--- config.mk ---
export PLATFORM = sky130hd
export DESIGN_NAME = cpu_alu_with_flags
export DESIGN_NICKNAME = d
export VERILOG_FILES = /design/src/hdl/cawf_pkg.sv /design/src/hdl/cawf_core.sv /design/src/hdl/cpu_alu_with_flags.sv
export VERILOG_INCLUDE_DIRS = /design/src /design/src/hdl
export SDC_FILE = /design/constraint.sdc
export NUM_CORES = 1
export LEC_CHECK = 0
export BUFFER_PORTS_ARGS = -buffer_cell sky130_fd_sc_hd__buf_2
export CAP_MARGIN = 40
export CORE_AREA = 2 2 117 119
export DETAILED_ROUTE_END_ITERATION = 12
export DIE_AREA = 0 0 119 121
export PLACE_DENSITY_LB_ADDON = 0.15
export SETUP_SLACK_MARGIN = 0.15
export SYNTH_ARGS = -nofsm -noshare
export SYNTH_HDL_FRONTEND = slang
export SYNTH_HIERARCHICAL = 1
export SYNTH_SLANG_ARGS = --single-unit
export TNS_END_PERCENT = 10
--- constraint.sdc ---
create_clock -name clk -period 11.65 [get_ports clk]
set_input_delay 2.33 -clock clk [delete_from_list [all_inputs] [get_ports clk]]
set_output_delay 2.33 -clock clk [all_outputs]
set_load 0.05 [all_outputs]
--- src/hdl/cpu_alu_with_flags_defines.svh ---
// ----------------------------------------------------------------------------
// cpu_alu_with_flags_defines
// Assertion macros shared by the ALU top level.
// ----------------------------------------------------------------------------
`ifndef CPU_ALU_WITH_FLAGS_DEFINES_SVH
`define CPU_ALU_WITH_FLAGS_DEFINES_SVH

// Same-cycle implication, off during reset.
`define CAWF_ASSERT_IMP(lbl, ante, cons) \
  lbl: assert property (@(posedge clk) disable iff (!rst_n) (ante) |-> (cons)) \
    else $error("cpu_alu_with_flags: same-cycle check failed");

// Next-cycle implication, off during reset.
`define CAWF_ASSERT_NXT(lbl, ante, cons) \
  lbl: assert property (@(posedge clk) disable iff (!rst_n) (ante) |=> (cons)) \
    else $error("cpu_alu_with_flags: next-cycle check failed");

`endif

--- src/hdl/cawf_pkg.sv ---
// ----------------------------------------------------------------------------
// cawf_pkg
// Types and constants for the 8-bit ALU with Z/N/H/C flags.
// ----------------------------------------------------------------------------
`timescale 1ns / 1ps

package cawf_pkg;

  typedef enum logic [4:0] {
    OP_ADD   = 5'd0,
    OP_ADC   = 5'd1,
    OP_SUB   = 5'd2,
    OP_SBC   = 5'd3,
    OP_AND   = 5'd4,
    OP_XOR   = 5'd5,
    OP_OR    = 5'd6,
    OP_CP    = 5'd7,
    OP_INC   = 5'd8,
    OP_DEC   = 5'd9,
    OP_ADD16 = 5'd10,
    OP_RLC   = 5'd11,
    OP_RRC   = 5'd12,
    OP_RL    = 5'd13,
    OP_RR    = 5'd14,
    OP_SLA   = 5'd15,
    OP_SRA   = 5'd16,
    OP_SWAP  = 5'd17,
    OP_SRL   = 5'd18,
    OP_BIT   = 5'd19,
    OP_RES   = 5'd20,
    OP_SET   = 5'd21
  } alu_op_t;

  // flags_written bit positions
  localparam int unsigned FLAG_Z = 3;
  localparam int unsigned FLAG_N = 2;
  localparam int unsigned FLAG_H = 1;
  localparam int unsigned FLAG_C = 0;

  localparam logic [3:0] MASK_NONE = 4'b0000;
  localparam logic [3:0] MASK_ALL  = 4'b1111;
  localparam logic [3:0] MASK_ZNH  = 4'b1110;
  localparam logic [3:0] MASK_NHC  = 4'b0111;

  typedef struct packed {
    logic [4:0]  kind;
    logic [15:0] operand_a;
    logic [15:0] operand_b;
    logic [2:0]  bit_index;
    logic        carry_in;
  } alu_in_t;

  typedef struct packed {
    logic [15:0] result;
    logic        zero_flag;
    logic        subtract_flag;
    logic        half_carry_flag;
    logic        carry_flag;
    logic [3:0]  flags_written;
  } alu_out_t;

endpackage

--- src/hdl/cawf_core.sv ---
// ----------------------------------------------------------------------------
// cawf_core
// Combinational datapath: one operation, result value and flags.
// ----------------------------------------------------------------------------
`timescale 1ns / 1ps

module cawf_core (
  input  cawf_pkg::alu_in_t  op_i,
  output cawf_pkg::alu_out_t res_o
);

  logic [7:0]  a;
  logic [7:0]  b;
  logic        adc_cin;
  logic        sbc_cin;
  logic [8:0]  sum8;
  logic [4:0]  sum4;
  logic [8:0]  diff8;
  logic [4:0]  diff4;
  logic [16:0] sum16;
  logic [12:0] sum12;
  logic [7:0]  bit_sel;

  logic [15:0] res;
  logic        z;
  logic        n;
  logic        h;
  logic        c;
  logic [3:0]  mask;

  assign a       = op_i.operand_a[7:0];
  assign b       = op_i.operand_b[7:0];
  assign adc_cin = (op_i.kind == cawf_pkg::OP_ADC) & op_i.carry_in;
  assign sbc_cin = (op_i.kind == cawf_pkg::OP_SBC) & op_i.carry_in;
  assign bit_sel = 8'b1 << op_i.bit_index;

  assign sum8  = {1'b0, a} + {1'b0, b} + {8'd0, adc_cin};
  assign sum4  = {1'b0, a[3:0]} + {1'b0, b[3:0]} + {4'd0, adc_cin};
  // Top bit of the 9/5-bit difference is the borrow
  assign diff8 = {1'b0, a} - {1'b0, b} - {8'd0, sbc_cin};
  assign diff4 = {1'b0, a[3:0]} - {1'b0, b[3:0]} - {4'd0, sbc_cin};
  assign sum16 = {1'b0, op_i.operand_a} + {1'b0, op_i.operand_b};
  assign sum12 = {1'b0, op_i.operand_a[11:0]} + {1'b0, op_i.operand_b[11:0]};

  always_comb begin
    res  = 16'd0;
    z    = 1'b0;
    n    = 1'b0;
    h    = 1'b0;
    c    = 1'b0;
    mask = cawf_pkg::MASK_ALL;
    unique case (op_i.kind) inside
      cawf_pkg::OP_ADD, cawf_pkg::OP_ADC: begin
        res = {8'd0, sum8[7:0]};
        h   = sum4[4];
        c   = sum8[8];
      end
      cawf_pkg::OP_SUB, cawf_pkg::OP_SBC: begin
        res = {8'd0, diff8[7:0]};
        n   = 1'b1;
        h   = diff4[4];
        c   = diff8[8];
      end
      cawf_pkg::OP_CP: begin
        res = {8'd0, a};
        n   = 1'b1;
        h   = diff4[4];
        c   = diff8[8];
      end
      cawf_pkg::OP_AND: begin
        res = {8'd0, a & b};
        h   = 1'b1;
      end
      cawf_pkg::OP_XOR: res = {8'd0, a ^ b};
      cawf_pkg::OP_OR:  res = {8'd0, a | b};
      cawf_pkg::OP_INC: begin
        res  = {8'd0, a + 8'd1};
        h    = (a[3:0] == 4'hF);
        mask = cawf_pkg::MASK_ZNH;
      end
      cawf_pkg::OP_DEC: begin
        res  = {8'd0, a - 8'd1};
        n    = 1'b1;
        h    = (a[3:0] == 4'h0);
        mask = cawf_pkg::MASK_ZNH;
      end
      cawf_pkg::OP_ADD16: begin
        res  = sum16[15:0];
        h    = sum12[12];
        c    = sum16[16];
        mask = cawf_pkg::MASK_NHC;
      end
      cawf_pkg::OP_RLC: begin
        res = {8'd0, a[6:0], a[7]};
        c   = a[7];
      end
      cawf_pkg::OP_RRC: begin
        res = {8'd0, a[0], a[7:1]};
        c   = a[0];
      end
      cawf_pkg::OP_RL: begin
        res = {8'd0, a[6:0], op_i.carry_in};
        c   = a[7];
      end
      cawf_pkg::OP_RR: begin
        res = {8'd0, op_i.carry_in, a[7:1]};
        c   = a[0];
      end
      cawf_pkg::OP_SLA: begin
        res = {8'd0, a[6:0], 1'b0};
        c   = a[7];
      end
      cawf_pkg::OP_SRA: begin
        res = {8'd0, a[7], a[7:1]};
        c   = a[0];
      end
      cawf_pkg::OP_SWAP: res = {8'd0, a[3:0], a[7:4]};
      cawf_pkg::OP_SRL: begin
        res = {8'd0, 1'b0, a[7:1]};
        c   = a[0];
      end
      cawf_pkg::OP_BIT: begin
        res  = {8'd0, a};
        h    = 1'b1;
        mask = cawf_pkg::MASK_ZNH;
      end
      cawf_pkg::OP_RES: begin
        res  = {8'd0, a & ~bit_sel};
        mask = cawf_pkg::MASK_NONE;
      end
      cawf_pkg::OP_SET: begin
        res  = {8'd0, a | bit_sel};
        mask = cawf_pkg::MASK_NONE;
      end
      default: begin
        res  = 16'd0;
        mask = cawf_pkg::MASK_NONE;
      end
    endcase

    // Z comes from the low byte except for compare and bit test
    if (op_i.kind == cawf_pkg::OP_CP) begin
      z = (diff8[7:0] == 8'd0);
    end else if (op_i.kind == cawf_pkg::OP_BIT) begin
      z = ((a & bit_sel) == 8'd0);
    end else begin
      z = (res[7:0] == 8'd0);
    end

    // Drop unwritten flags; C shows the carry that stays in effect
    if (!mask[cawf_pkg::FLAG_Z]) z = 1'b0;
    if (!mask[cawf_pkg::FLAG_N]) n = 1'b0;
    if (!mask[cawf_pkg::FLAG_H]) h = 1'b0;
    if (!mask[cawf_pkg::FLAG_C]) c = op_i.carry_in;
  end

  assign res_o.result          = res;
  assign res_o.zero_flag       = z;
  assign res_o.subtract_flag   = n;
  assign res_o.half_carry_flag = h;
  assign res_o.carry_flag      = c;
  assign res_o.flags_written   = mask;

endmodule

--- src/hdl/cpu_alu_with_flags.sv ---
// ----------------------------------------------------------------------------
// cpu_alu_with_flags
// 8-bit ALU with Z/N/H/C flags, input register and result register.
// ----------------------------------------------------------------------------
//  channel | ports                          | beat
//  --------+--------------------------------+----------------------------
//  input   | in_valid, in_ready, in_data    | one operation (alu_in_t)
//  result  | out_valid, out_ready, out_data | value, flags, written mask
//
//  One beat per cycle sustained while out_ready holds high; an accepted beat
//  lands in the input register, then passes through the datapath to the result reg.
//  rst_n (synchronous) clears both valid bits; payload regs are not reset.
//  A stall on out_ready holds the result; the input register still takes a
//  beat while the result register is full, so in_ready drops only when both
//  stages hold beats and out_ready is low.
// ----------------------------------------------------------------------------
`timescale 1ns / 1ps
`include "cpu_alu_with_flags_defines.svh"

module cpu_alu_with_flags (
  input  logic                clk,
  input  logic                rst_n,
  input  logic                in_valid,
  output logic                in_ready,
  input  cawf_pkg::alu_in_t   in_data,
  output logic                out_valid,
  input  logic                out_ready,
  output cawf_pkg::alu_out_t  out_data
);

  cawf_pkg::alu_in_t  op_r;
  cawf_pkg::alu_out_t res_r;
  cawf_pkg::alu_out_t res_nxt;
  logic               v1_r;
  logic               v1_nxt;
  logic               v2_r;
  logic               v2_nxt;
  logic               adv;

  // Result stage can take a beat when empty or draining
  assign adv      = !v2_r || out_ready;
  assign in_ready = !v1_r || adv;

  always_comb begin
    v1_nxt = v1_r;
    v2_nxt = v2_r;
    if (adv) v2_nxt = v1_r;
    if (in_ready) v1_nxt = in_valid;
  end

  cawf_core u_core (
    .op_i  (op_r),
    .res_o (res_nxt)
  );

  always_ff @(posedge clk) begin
    if (!rst_n) begin
      v1_r <= 1'b0;
      v2_r <= 1'b0;
    end else begin
      v1_r <= v1_nxt;
      v2_r <= v2_nxt;
    end
  end

  always_ff @(posedge clk) begin
    if (in_valid && in_ready) op_r <= in_data;
    if (adv && v1_r) res_r <= res_nxt;
  end

  assign out_valid = v2_r;
  assign out_data  = res_r;

  `CAWF_ASSERT_NXT(a_in_lands, in_valid && in_ready, v1_r)
  `CAWF_ASSERT_NXT(a_advance, v1_r && !v2_r, v2_r)
  `CAWF_ASSERT_IMP(a_z_masked,
                   v2_r && !res_r.flags_written[cawf_pkg::FLAG_Z],
                   !res_r.zero_flag)
  `CAWF_ASSERT_IMP(a_nh_masked,
                   v2_r && (res_r.flags_written == cawf_pkg::MASK_NONE),
                   !res_r.subtract_flag && !res_r.half_carry_flag)

endmodule

* Yosys cells after proc, flatten, opt, wreduce, memory -nomap -nowiden *
Cells that the tools add are included.

storage, ports and cells
  flip-flop bits (word level) = 67
  input port bits = 45
  output and inout bits = 26

cells by class
  add/subtract/negate cells = 12
  equal/unequal tests = 22
  shifts and indexed selects = 1
  mux-type cells = 8
  bitwise logic cells = 9
  reduce and logical (&&, ||, !) cells = 21

operators by type and width
  operator             count
  $pmux 16 s19         1
  $eq 5x4->1 const B   8
  $eq 5x5->1 const B   6
  $and 8x8->8          3
  $logic_not 8->1      3
  $eq 5x3->1 const B   4
  $add 16x16->17       1
  $or 8x8->8           2
  $reduce_or 16->1     1
  $add 12x12->13       1
  $pmux 4 s3           1
  $eq 5x2->1 const B   2
  $add 8x8->9          1
  $add 9x1->9          1
  $reduce_or 3->1      3
  $sub 8x8->9          1
  $sub 9x1->9          1
  $add 8x1->8 const B  1
  $not 8->8            1
  $reduce_or 2->1      4
  $reduce_or 4->1      2
  $shl 1x3->8 const A  1
  $sub 8x1->8 const B  1
  $xor 8x8->8          1
  15 further kinds     22

* Depth between registers and ports, before layout *
Gate-level depths: netlist of the first run.

  depth after elaboration = 7
  mapped depth = 16
  depth with buffers taken out = 14

* Hierarchy *
Netlist of the first run, hierarchy kept.

modules (own cells, without submodules)
  module              times used  cells an instance  area each (um^2)  sequential area each (um^2)
  cawf_core           1           455                3094.2            0.0
  cpu_alu_with_flags  1           74                 2055.7            1991.9

* Worst setup path before layout of the first run *
Ideal clock, no wire load.

  path kind = input to output
  from = input out_ready
  to = output in_ready
  data arrival time = 2.568 ns
  data required time = 9.320 ns
  path slack = 6.752 ns
  cell stages on the path = 1
  cell sequence = nand3b_4

on the way
  longest elaborated chain between the ends = 2

ends and longest elaborated chain
  what              line                      text
  from (decl)       cpu_alu_with_flags.sv:27  input logic out_ready,
  $logic_or 1x1->1  cpu_alu_with_flags.sv:41  assign adv = !v2_r || out_ready;
  $logic_or 1x1->1  cpu_alu_with_flags.sv:42  assign in_ready = !v1_r || adv;
  to (decl)         cpu_alu_with_flags.sv:24  output logic in_ready,

No other way between the ends.

* Worst setup path in the final report of the first run *
Ends and elaborated chain as after synthesis.

==> results of run 1 <==
[how the worst max path moves through the flow]
stage,from,depth (start not counted),to
4_1_cts,out_ready,3,in_ready
3_3_place_gp,out_ready,3,in_ready
5_1_grt,out_ready,3,in_ready
3_5_place_dp,out_ready,3,in_ready
6_report,out_ready,3,in_ready
2_1_floorplan,out_ready,1,in_ready
[power by group]
part	switching (W)	internal (W)	total, W
sequential	0.0000195	0.000282	0.000302
combinational	0.000109	0.0000660	0.000175
clock	0.000100	0.000166	0.000266
total	0.000229	0.000514	0.000743
[placed cells by master, fill, tap and decap left out, types with 9 or more instances in the layout]
cell type / count
buf_2: 70
edfxtp_1: 65
nand2_1: 45
nor2_1: 38
ha_1: 36
a21oi_1: 34
inv_1: 31
o21ai_0: 23
xnor2_1: 18
nand3_1: 17
nor3_1: 13
nor2b_1: 10
clkbuf_16: 9
a21o_1: 9
[through the flow]
| step | utilization [%] | power (W) | setup slack [ns] | hold WS [ns] |
|---|---|---|---|---|
| 4_1_cts | 45.2 | 0.000747 | 6.49 | 0.536 |
| 3_5_place_dp | 43.0 | 0.000478 | 6.49 | 0.524 |
| 5_1_grt | 45.2 | 0.000779 | 6.47 | 0.549 |
| 2_1_floorplan | - | 0.000429 | 6.75 | 0.532 |
| 6_report | 45.2 | 0.000743 | 6.49 | 0.530 |
| 3_3_place_gp | 43.0 | 0.000476 | 6.50 | 0.523 |
[worst max-delay path: cells and delay by family]
kind,cells,cell delay (ns)
simple gates,1,0.13
buf+inv,2,0.37
[routing by layer]
metal,wire (um),track usage [%]
met1,7080,31.7
met2,7130,34.9
met3,1360,4.65
met4,260,7.74
met5,28,1.84
[sequential cells by signal (all words and copies together), names as in the netlist]
name and count:
op_r 41, out_data 24, out_valid 1, v1_r 1
[synth_stat cells (7+ instances only)]
library cell / count
a211oi_1: 7
a21o_1: 9
a21oi_1: 35
buf_2: 7
buf_4: 9
edfxtp_1: 65
ha_1: 36
inv_1: 31
nand2_1: 45
nand3_1: 17
nor2_1: 38
nor2b_1: 11
nor3_1: 13
o21ai_0: 23
xnor2_1: 18
[cell type report]
cell class,count,area (um^2),share of cell area (%)
inverter,32,120,2.03
clock inverter,4,51.3,0.867
clock buffer,12,236,3.99
multi-input combinational,406,2900,49.1
tap,176,220,3.72
sequential,67,1990,33.7
timing repair buffer,76,395,6.68
[cell families (layout without fill, tap and decap cells)]
kind of cell,Yosys count,in the layout,share of synthesized area (%)
adders and majority gates,42,42,11.1
xor gates and xnor gates,21,21,3.57
and+or+nand+nor,182,182,19.0
DFF,67,67,38.7
muxes,5,5,1.48
buffers and inverters,56,124,5.20
AOI/OAI and AO/OA,156,156,20.9
==> reports/results.ini, run 1 <==
[clock_network]
insertion_delay_ns=0.34
cts_tree=built
cts-root-buf=clkbuf_16
cts_htree_levels=3
cts_buffers=9
ctsResizeCount=0
cts_buffer_depth=2
clock_sinks=67
hold_buffers=0
post_cts_buffers=0
path_clk_slew_ns=0.05

[setup_path]
crit_slowest_cell=buf_2
critPathKind=input pin to output port
critPathLaunchType=input pin
critPathMaxStageDelay_ns=0.26
cp_data_arrival_time_ns=2.83
crit_path_cell_trace=buf_2 > nand3b_4 > buf_2
r2r_cells=13
worstSetupEndpointType=output port
rrSetupSlack_ns=7.08
cp_max_fo=2
r2r_end=out_data[7]
r2r-start=op_r[36]
cp_data_required_time_ns=9.32
crit_top_cell=buf_2

[synth]
synthArstFlopShare_pct=0
synth_area_um2=5150
synth-seq-cells=67
synth_top_area_share_pct=37.9
ys_seq_area_share_pct=38.7
syn_nets=616
synth_area_leaders=edfxtp_1, ha_1, a21oi_1
synth_cell_type_count=77
synth_area_leader_cell=edfxtp_1
synth_cells=529
yosysWarnings=6
avgSynthCellArea_um2=9.74
synth-edff-count=65
synthFlopType=edfxtp_1

[floorplan]
die_x_um=119
die-area_um2=14400
die_y_um=121
initial_core_util_pct=39.4
rows=42
boundaryPins=71
core_um2=13100

[sta]
rsz0062_at_grt=no
finalClockSkew_ns=0.00553
worst_slew_pin_slew_ns=0.915
setup_tns_ns=0
hold_viol_final=0
final_max_slew_viol_count=0
slew_headroom_pct=39.0
period_needed_ns=5.16
setup_viol=0
fmax_mhz=194
fin_crit_sh_pct=44.3

[placement]
port_buffers=70
dpl_cell_area_um2=5630
dpl.hpwl_mm=12.0
place_congestion=1.01
dp_cells=757

[layout]
layoutNonFillerInstCount=773
drive_gt1_share_pct=18.6
diodes=0
area_growth_pct=14.9
nFillCells=1256
final_cell_area_um2=5920
layout.nets=679

[global_routing]
grt.overflow.total=0
grt_pass1_wl_mm=24.4
grt_start_max_net_pins=42
grt_usage_pct=22.7
grt_pass1_vias=4308
antenna_found_initial=0

[status]
outcome=finished clean

[routing]
vias_per_cell=5.88
wl_mm=15.9
first_pass_iters=5
drt-wirelength-per-cell_um=20.5
drc=0
drtIter0Drc=438
vias=4547
drtAntennaViolNets=0

[hold_path]
hold_path.class=register to register
worstHoldStart=out_valid
hold_path_depth=2
hold_end=v1_r

[power_and_ir_drop]
powerDensity_nw_per_um2=126
peakVddDrop_mv=0.0768
cellLeakagePower_nw=2.35

[job]
max_cap_viol_count=0

Power figures use the tool's default switching activity.
==> inputs of run 2 (changes only) <==
--- a/config.mk
+++ b/config.mk
@@ -6,11 +6,12 @@
 export SDC_FILE = /design/constraint.sdc
 export NUM_CORES = 1
 export LEC_CHECK = 0
+export ABC_AREA = 1
 export BUFFER_PORTS_ARGS = -buffer_cell sky130_fd_sc_hd__buf_2
 export CAP_MARGIN = 40
-export CORE_AREA = 2 2 117 119
+export CORE_AREA = 2 2 119 121
 export DETAILED_ROUTE_END_ITERATION = 12
-export DIE_AREA = 0 0 119 121
+export DIE_AREA = 0 0 121 123
 export PLACE_DENSITY_LB_ADDON = 0.15
 export SETUP_SLACK_MARGIN = 0.15
 export SYNTH_ARGS = -nofsm -noshare
==> constraint.sdc (replaced) <==
create_clock -name clk -period 5.14 [get_ports clk]
set_input_delay 1.028 -clock clk [delete_from_list [all_inputs] [get_ports clk]]
set_output_delay 1.028 -clock clk [all_outputs]
set_load 0.05 [all_outputs]
==> reports/results.ini, run 2 <==
[synth]
synth-seq-cells=67  ; unchanged
synthFlopType=edfxtp_1
syn_nets=820  ; +33%
synthArstFlopShare_pct=0  ; unchanged
synth_area_leader_cell=edfxtp_1
synth_area_um2=5380  ; +4.5%
synth_cell_type_count=39  ; -49%
synth_area_leaders=edfxtp_1, nand2_1, ha_1
synth_most_common_cell=nand2_1
synth_top_area_share_pct=36.3  ; -1.6 points
synth-edff-count=65  ; unchanged
synthTopCellsByCount=nand2_1, inv_1, nand3_1
synth_cells=733  ; +39%
ys_seq_area_share_pct=37.0  ; -1.7 points
yosysWarnings=6  ; unchanged
avgSynthCellArea_um2=7.34  ; -25%

[clock_network]
cts_tree=built
clock_sinks=67  ; unchanged
path_clk_slew_ns=0.06  ; about the same
cts_htree_levels=3  ; unchanged
ctsResizeCount=0  ; unchanged
cts_buffer_depth=2  ; unchanged
insertion_delay_ns=0.35  ; about the same
cts_buffers=9  ; unchanged
hold_buffers=0  ; unchanged
post_cts_buffers=0  ; unchanged
cts-root-buf=clkbuf_16

[sta]
finalClockSkew_ns=0.00938  ; +0.00385 ns
final_max_slew_viol_count=0  ; unchanged
fmax_mhz=253
holdWs_ns=0.504  ; -0.0253 ns
hold_viol_final=0  ; unchanged
worst_slew_pin_slew_ns=0.683  ; -0.231 ns
setup_tns_ns=0  ; unchanged
slew_headroom_pct=53.3  ; +14 points
fin_crit_sh_pct=76.9
setup_viol=0  ; unchanged
period_needed_ns=3.95
rsz0062_at_grt=no

[placement]
place_congestion=1.01  ; -0.12%
dpl.hpwl_mm=14.1  ; +18%
port_buffers=70  ; unchanged
dp_cells=975  ; +29%

[layout]
final_common_cell=nand2_1
nFillCells=1363  ; +8.5%
drive_gt1_share_pct=13.1  ; -5.5 points
layoutNonFillerInstCount=991  ; +28%
layout.nets=893  ; +32%
largest_reg_flops=41  ; unchanged
regMostFlops=op_r
area_growth_pct=15.6
mostFrequentLayoutCells=nand2_1, inv_1, nand3_1
diodes=0  ; unchanged

[status]
outcome=finished clean

[routing]
drc=0  ; unchanged
wl_mm=18.3  ; +15%
drtAntennaViolNets=0  ; unchanged
drtIter0Drc=546  ; +25%
first_pass_iters=5  ; unchanged
vias=5460  ; +20%
vias_per_cell=5.51  ; -6.3%
drt-wirelength-per-cell_um=18.5  ; -10%

[global_routing]
grt_util_met2_pct=41.0  ; +6.1 points
grt_busiest_layer=met2
antenna_found_initial=0  ; unchanged
grtUsageMet3_pct=4.24  ; -0.41 points
grt_use_met1_pct=35.2  ; +3.5 points
grt_usage_pct=25.5  ; +2.8 points
grt_start_max_net_pins=42  ; unchanged
grt_pass1_wl_mm=28.4  ; +16%
grt_pass1_vias=5065  ; +18%
grt.overflow.total=0  ; unchanged

[setup_path]
crit_slowest_cell=edfxtp_1
r2r_cells=12  ; -1
crit_path_cell_trace=inv_2 > nand2_1 > nor2_1 > nand3_1 > fa_1 > fa_1 > nand3_1 > nand3_1 > o21ai_0 > a21oi_1 > a2111oi_0 > o2111ai_1
critPathMaxStageDelay_ns=0.64  ; +0.38 ns
cp_max_fo=16  ; +14
rrSetupSlack_ns=1.19  ; -5.89 ns
critPathKind=register to register
crit_family=compound AO/OA/AOI/OAI gates
critPathLaunchType=register
cp_data_arrival_time_ns=3.99  ; +1.16 ns
crit_top_cell=nand3_1
r2r_end=out_data[5]
cp_data_required_time_ns=5.18  ; -4.14 ns
worstSetupEndpointType=register
path_buf_inv=1  ; -1
r2r-start=op_r[40]

[floorplan]
die_y_um=123  ; +1.7%
boundaryPins=71  ; unchanged
die-area_um2=14900  ; +3.4%
die_x_um=121  ; +1.7%
rows=43  ; +2.4%
core_um2=13600  ; +4.0%
initial_core_util_pct=39.5  ; +0.17 points

[hold_path]
worstHoldStart=v1_r
hold_path.class=register to register
hold_end=v1_r
hold_path_depth=2  ; unchanged

[power_and_ir_drop]
powerDensity_nw_per_um2=277  ; +120%
pwr-share-seq_pct=39.0  ; -1.6 points
cellLeakagePower_nw=2.99  ; +27%
p_sw_w=0.000577  ; +150%
peakVddDrop_mv=0.174  ; +130%
clkPwrFrac_pct=36.5  ; +0.7 points
intPower_w=0.00115  ; +120%
swShare_pct=33.5  ; +2.6 points
p_comb_share_pct=24.5  ; +0.9 points

[job]
max_cap_viol_count=0  ; unchanged

run 2: cell count changes after synthesis, sizes merged, moves of 6 or more:
cell,change
nor2,+38
inv,+58
xnor2,-17
nand4,+21
o21ai,+6
a21o,-8
a21oi,+6
a211oi,-6
nand2,+166
nand3,+69
nor2b,-12
run 2: metrics by stage:
step	power, W	area [um^2]	worst slack (ns)	utilization (%)
after floorplan	0.000969	5380	2.09	-
after global routing	0.00181	6220	0.952	45.7
final	0.00172	6220	1.19	45.7
after detailed placement	0.00109	5920	1.35	43.5
after CTS	0.00173	6220	1.32	45.7
after global placement	0.00109	5910	1.31	43.4
run 2: worst min-delay path: stages, from the launching register on:
cell,delay (ns)
dfxtp_1,0.32
nand3_2,0.09
a21oi_2,0.05
run 2: final cells by class:
type	count	area [um^2]	share of cell area (%)
Clock inverter	7	75.1	1.21
Inverter	90	338	5.43
Multi-Input combinational cell	561	2960	47.6
Sequential cell	67	1990	32.0
Timing Repair Buffer	77	407	6.54
Clock buffer	9	225	3.62
Tap cell	180	225	3.62
run 2: how the worst max path moves through the flow:
stage / slack [ns] / cells past startpoint / start / to
6_report: 1.19 / 12 / op_r[40] / out_data[5]
4_1_cts: 1.32 / 12 / op_r[40] / out_data[5]
2_1_floorplan: 2.09 / 20 / op_r[38] / out_data[7]
3_5_place_dp: 1.35 / 12 / op_r[40] / out_data[5]
5_1_grt: 0.95 / 12 / op_r[40] / out_data[5]
3_3_place_gp: 1.31 / 12 / op_r[40] / out_data[5]
run 2: cells by family after synthesis:
group	synth area share, %
compound gates	10.0
xor+xnor	0.814
fa+ha+maj	10.6
buf+inv	8.07
flops	37.0
simple gates	33.5
run 2: metal layers:
layer | vias to the layer above | routed length, um
li1 | 2618 | -
met1 | 2511 | 7960
met2 | 297 | 8380
met3 | 34 | 1560
met4 | 0 | 411
met5 | - | 0
run 2: power groups by stage:
stage                     registers [W]  logic, W  clock network [W]
final                          0.000672  0.000422           0.000628
after global routing           0.000677  0.000467           0.000668
after CTS                      0.000672  0.000413           0.000641
after detailed placement       0.000684  0.000411                  0
after global placement         0.000684  0.000405                  0
after floorplan                0.000706  0.000262                  0
==> inputs of run 3 (changes only) <==
==> constraint.sdc (replaced) <==
create_clock -name clk -period 4 [get_ports clk]
set_input_delay 0.8 -clock clk [delete_from_list [all_inputs] [get_ports clk]]
set_output_delay 0.8 -clock clk [all_outputs]
set_load 0.05 [all_outputs]
==> reports/results.ini, run 3 (same netlist as run 2, synthesis figures left out) <==
[status]
outcome=finished clean

[floorplan]
die-area_um2=14900  ; unchanged
boundaryPins=71  ; unchanged
rows=43  ; unchanged
initial_core_util_pct=39.5  ; unchanged
die_y_um=123  ; unchanged
core_um2=13600  ; unchanged
die_x_um=121  ; unchanged

[sta]
fin_crit_sh_pct=86.7  ; +9.9 points
rsz0062_at_grt=no
finalClockSkew_ns=0.00709  ; -0.00229 ns
hold_viol_final=0  ; unchanged
final.setup.worst_slack_ns=0.531  ; -0.659 ns
worst_slew_pin_slew_ns=0.731  ; +0.0481 ns
setup_tns_ns=0  ; unchanged
period_needed_ns=3.47  ; -0.481 ns
slew_headroom_pct=51.1  ; -2.2 points
final_max_slew_viol_count=0  ; unchanged
holdWs_ns=0.515  ; +0.0104 ns
fmax_mhz=288  ; +14%
setup_viol=0  ; unchanged

[routing]
vias_per_cell=5.50  ; -0.25%
drtAntennaViolNets=0  ; unchanged
wirelength_met1_mm=8.21  ; +3.2%
top_layer=met4
wl_mm=18.8  ; +2.7%
drt-wirelength-per-cell_um=18.9  ; +2.2%
routed-wl-met2_mm=8.50  ; +1.5%
first_pass_iters=7  ; +2
dr_wl_met3_mm=1.43  ; -8.4%
vias=5474  ; +0.26%
drtIter0Drc=573  ; +4.9%
drc=0  ; unchanged

[power_and_ir_drop]
p_total_w=0.00229  ; +33%
powerDensity_nw_per_um2=364  ; +31%
peakVddDrop_mv=0.231  ; +32%
cellLeakagePower_nw=3.03  ; +1.3%

[setup_path]
crit_path_cell_trace=inv_1 > nand2_1 > nor2_1 > nand3_1 > fa_1 > fa_1 > inv_1 > nand2_1 > nand3_1 > nand2_1 > nor2_1 > nand3_1 > nor2_1 > nand3_1 > nor2_1 > nand2_1 > nor2_1 > nor2_1 > nor2_1
r2r_end=out_data[7]
r2r_cells=19  ; +7
worstSetupEndpointType=register
cp_data_required_time_ns=4.21  ; -0.97 ns
crit_family=simple AND/OR/NAND/NOR gates
path_buf_inv=2  ; +1
critPathMaxStageDelay_ns=0.52  ; -0.12 ns
crit_cells=19  ; +7
cp-startpoint=op_r[37]
r2r-start=op_r[37]
cp_data_arrival_time_ns=3.68  ; -0.31 ns
crit_top_cell=nor2_1
critPathLaunchType=register
cp_max_fo=9  ; -7
critPathKind=register to register
crit_slowest_cell=edfxtp_1
crit_end=out_data[7]
rrSetupSlack_ns=0.53  ; -0.66 ns

[layout]
drive_gt1_share_pct=13.7  ; +0.66 points
final_common_cell=nand2_1
diodes=0  ; unchanged
nFillCells=1378  ; +1.1%
layout.nets=898  ; +0.56%
largest_reg_flops=41  ; unchanged
regMostFlops=op_r
area_growth_pct=16.7
mostFrequentLayoutCells=nand2_1, inv_1, nand3_1

[hold_path]
hold_path.class=register to register
worstHoldStart=v1_r
hold_path_depth=2  ; unchanged

[global_routing]
grt_start_max_net_pins=42  ; unchanged
antenna_found_initial=0  ; unchanged
grt_usage_pct=26.1  ; +0.60 points
grt_pass1_wl_mm=28.8  ; +1.6%
grt.overflow.total=0  ; unchanged
grt_pass1_vias=5130  ; +1.3%

[placement]
port_buffers=70  ; unchanged
place_congestion=1.03  ; +1.4%
place_ws_ns=0.474  ; -0.881 ns
dpl.hpwl_mm=14.7  ; +4.3%

[clock_network]
cts-root-buf=clkbuf_16
cts_tree=built
insertion_delay_ns=0.34  ; about the same
cts_buffers=9  ; unchanged
cts_buffer_depth=2  ; unchanged
path_clk_slew_ns=0.06  ; about the same
hold_buffers=0  ; unchanged
ctsResizeCount=0  ; unchanged
post_cts_buffers=0  ; unchanged
cts_htree_levels=3  ; unchanged
clock_sinks=67  ; unchanged

[job]
max_cap_viol_count=0  ; unchanged

==> run 3: through the flow <==
step           area (um^2)  utilization [%]  std cells
6_report              6280             46.1        996
5_1_grt               6280             46.1        996
4_1_cts               6280             46.1        996
3_5_place_dp          5950             43.7        980
3_3_place_gp          5950             43.7        980
2_1_floorplan         5380                -        733
==> run 3: report_power, final <==
part	switching [W]	internal, W	total, W
clock	0.000324	0.000550	0.000874
sequential	0.0000339	0.000821	0.000855
combinational	0.000387	0.000169	0.000556
==> run 3: worst min-delay path by stage <==
stage | slack [ns] | end
after floorplan | 0.46 | out_valid
after global placement | 0.49 | v1_r
after detailed placement | 0.51 | v1_r
after CTS | 0.52 | out_valid
after global routing | 0.54 | v1_r
final | 0.51 | v1_r
==> run 3: cell type report <==
type	instances	area (um^2)	area share [%]
multi-input combinational	561	2960	47.1
sequential	67	1990	31.7
tap	180	225	3.59
timing repair buffer	82	440	7.02
clock inverter	7	98.8	1.57
clock buffer	9	225	3.59
inverter	90	338	5.38
==> run 3: routing by layer <==
| layer | vias up | global-route usage, % |
|---|---|---|
| li1 | 2634 | - |
| met4 | 0 | 11.0 |
| met2 | 284 | 41.9 |
| met3 | 53 | 3.78 |
| met1 | 2503 | 35.2 |
| met5 | - | 0 |
==> run 3: worst reg2reg max path, delay by kind of cell (launching register included) <==
| kind | cells | cell delay, ns |
|---|---|---|
| adders and majority gates | 2 | 0.91 |
| buffers and inverters | 2 | 0.31 |
| DFF | 1 | 0.52 |
| and+or+nand+nor | 15 | 1.60 |
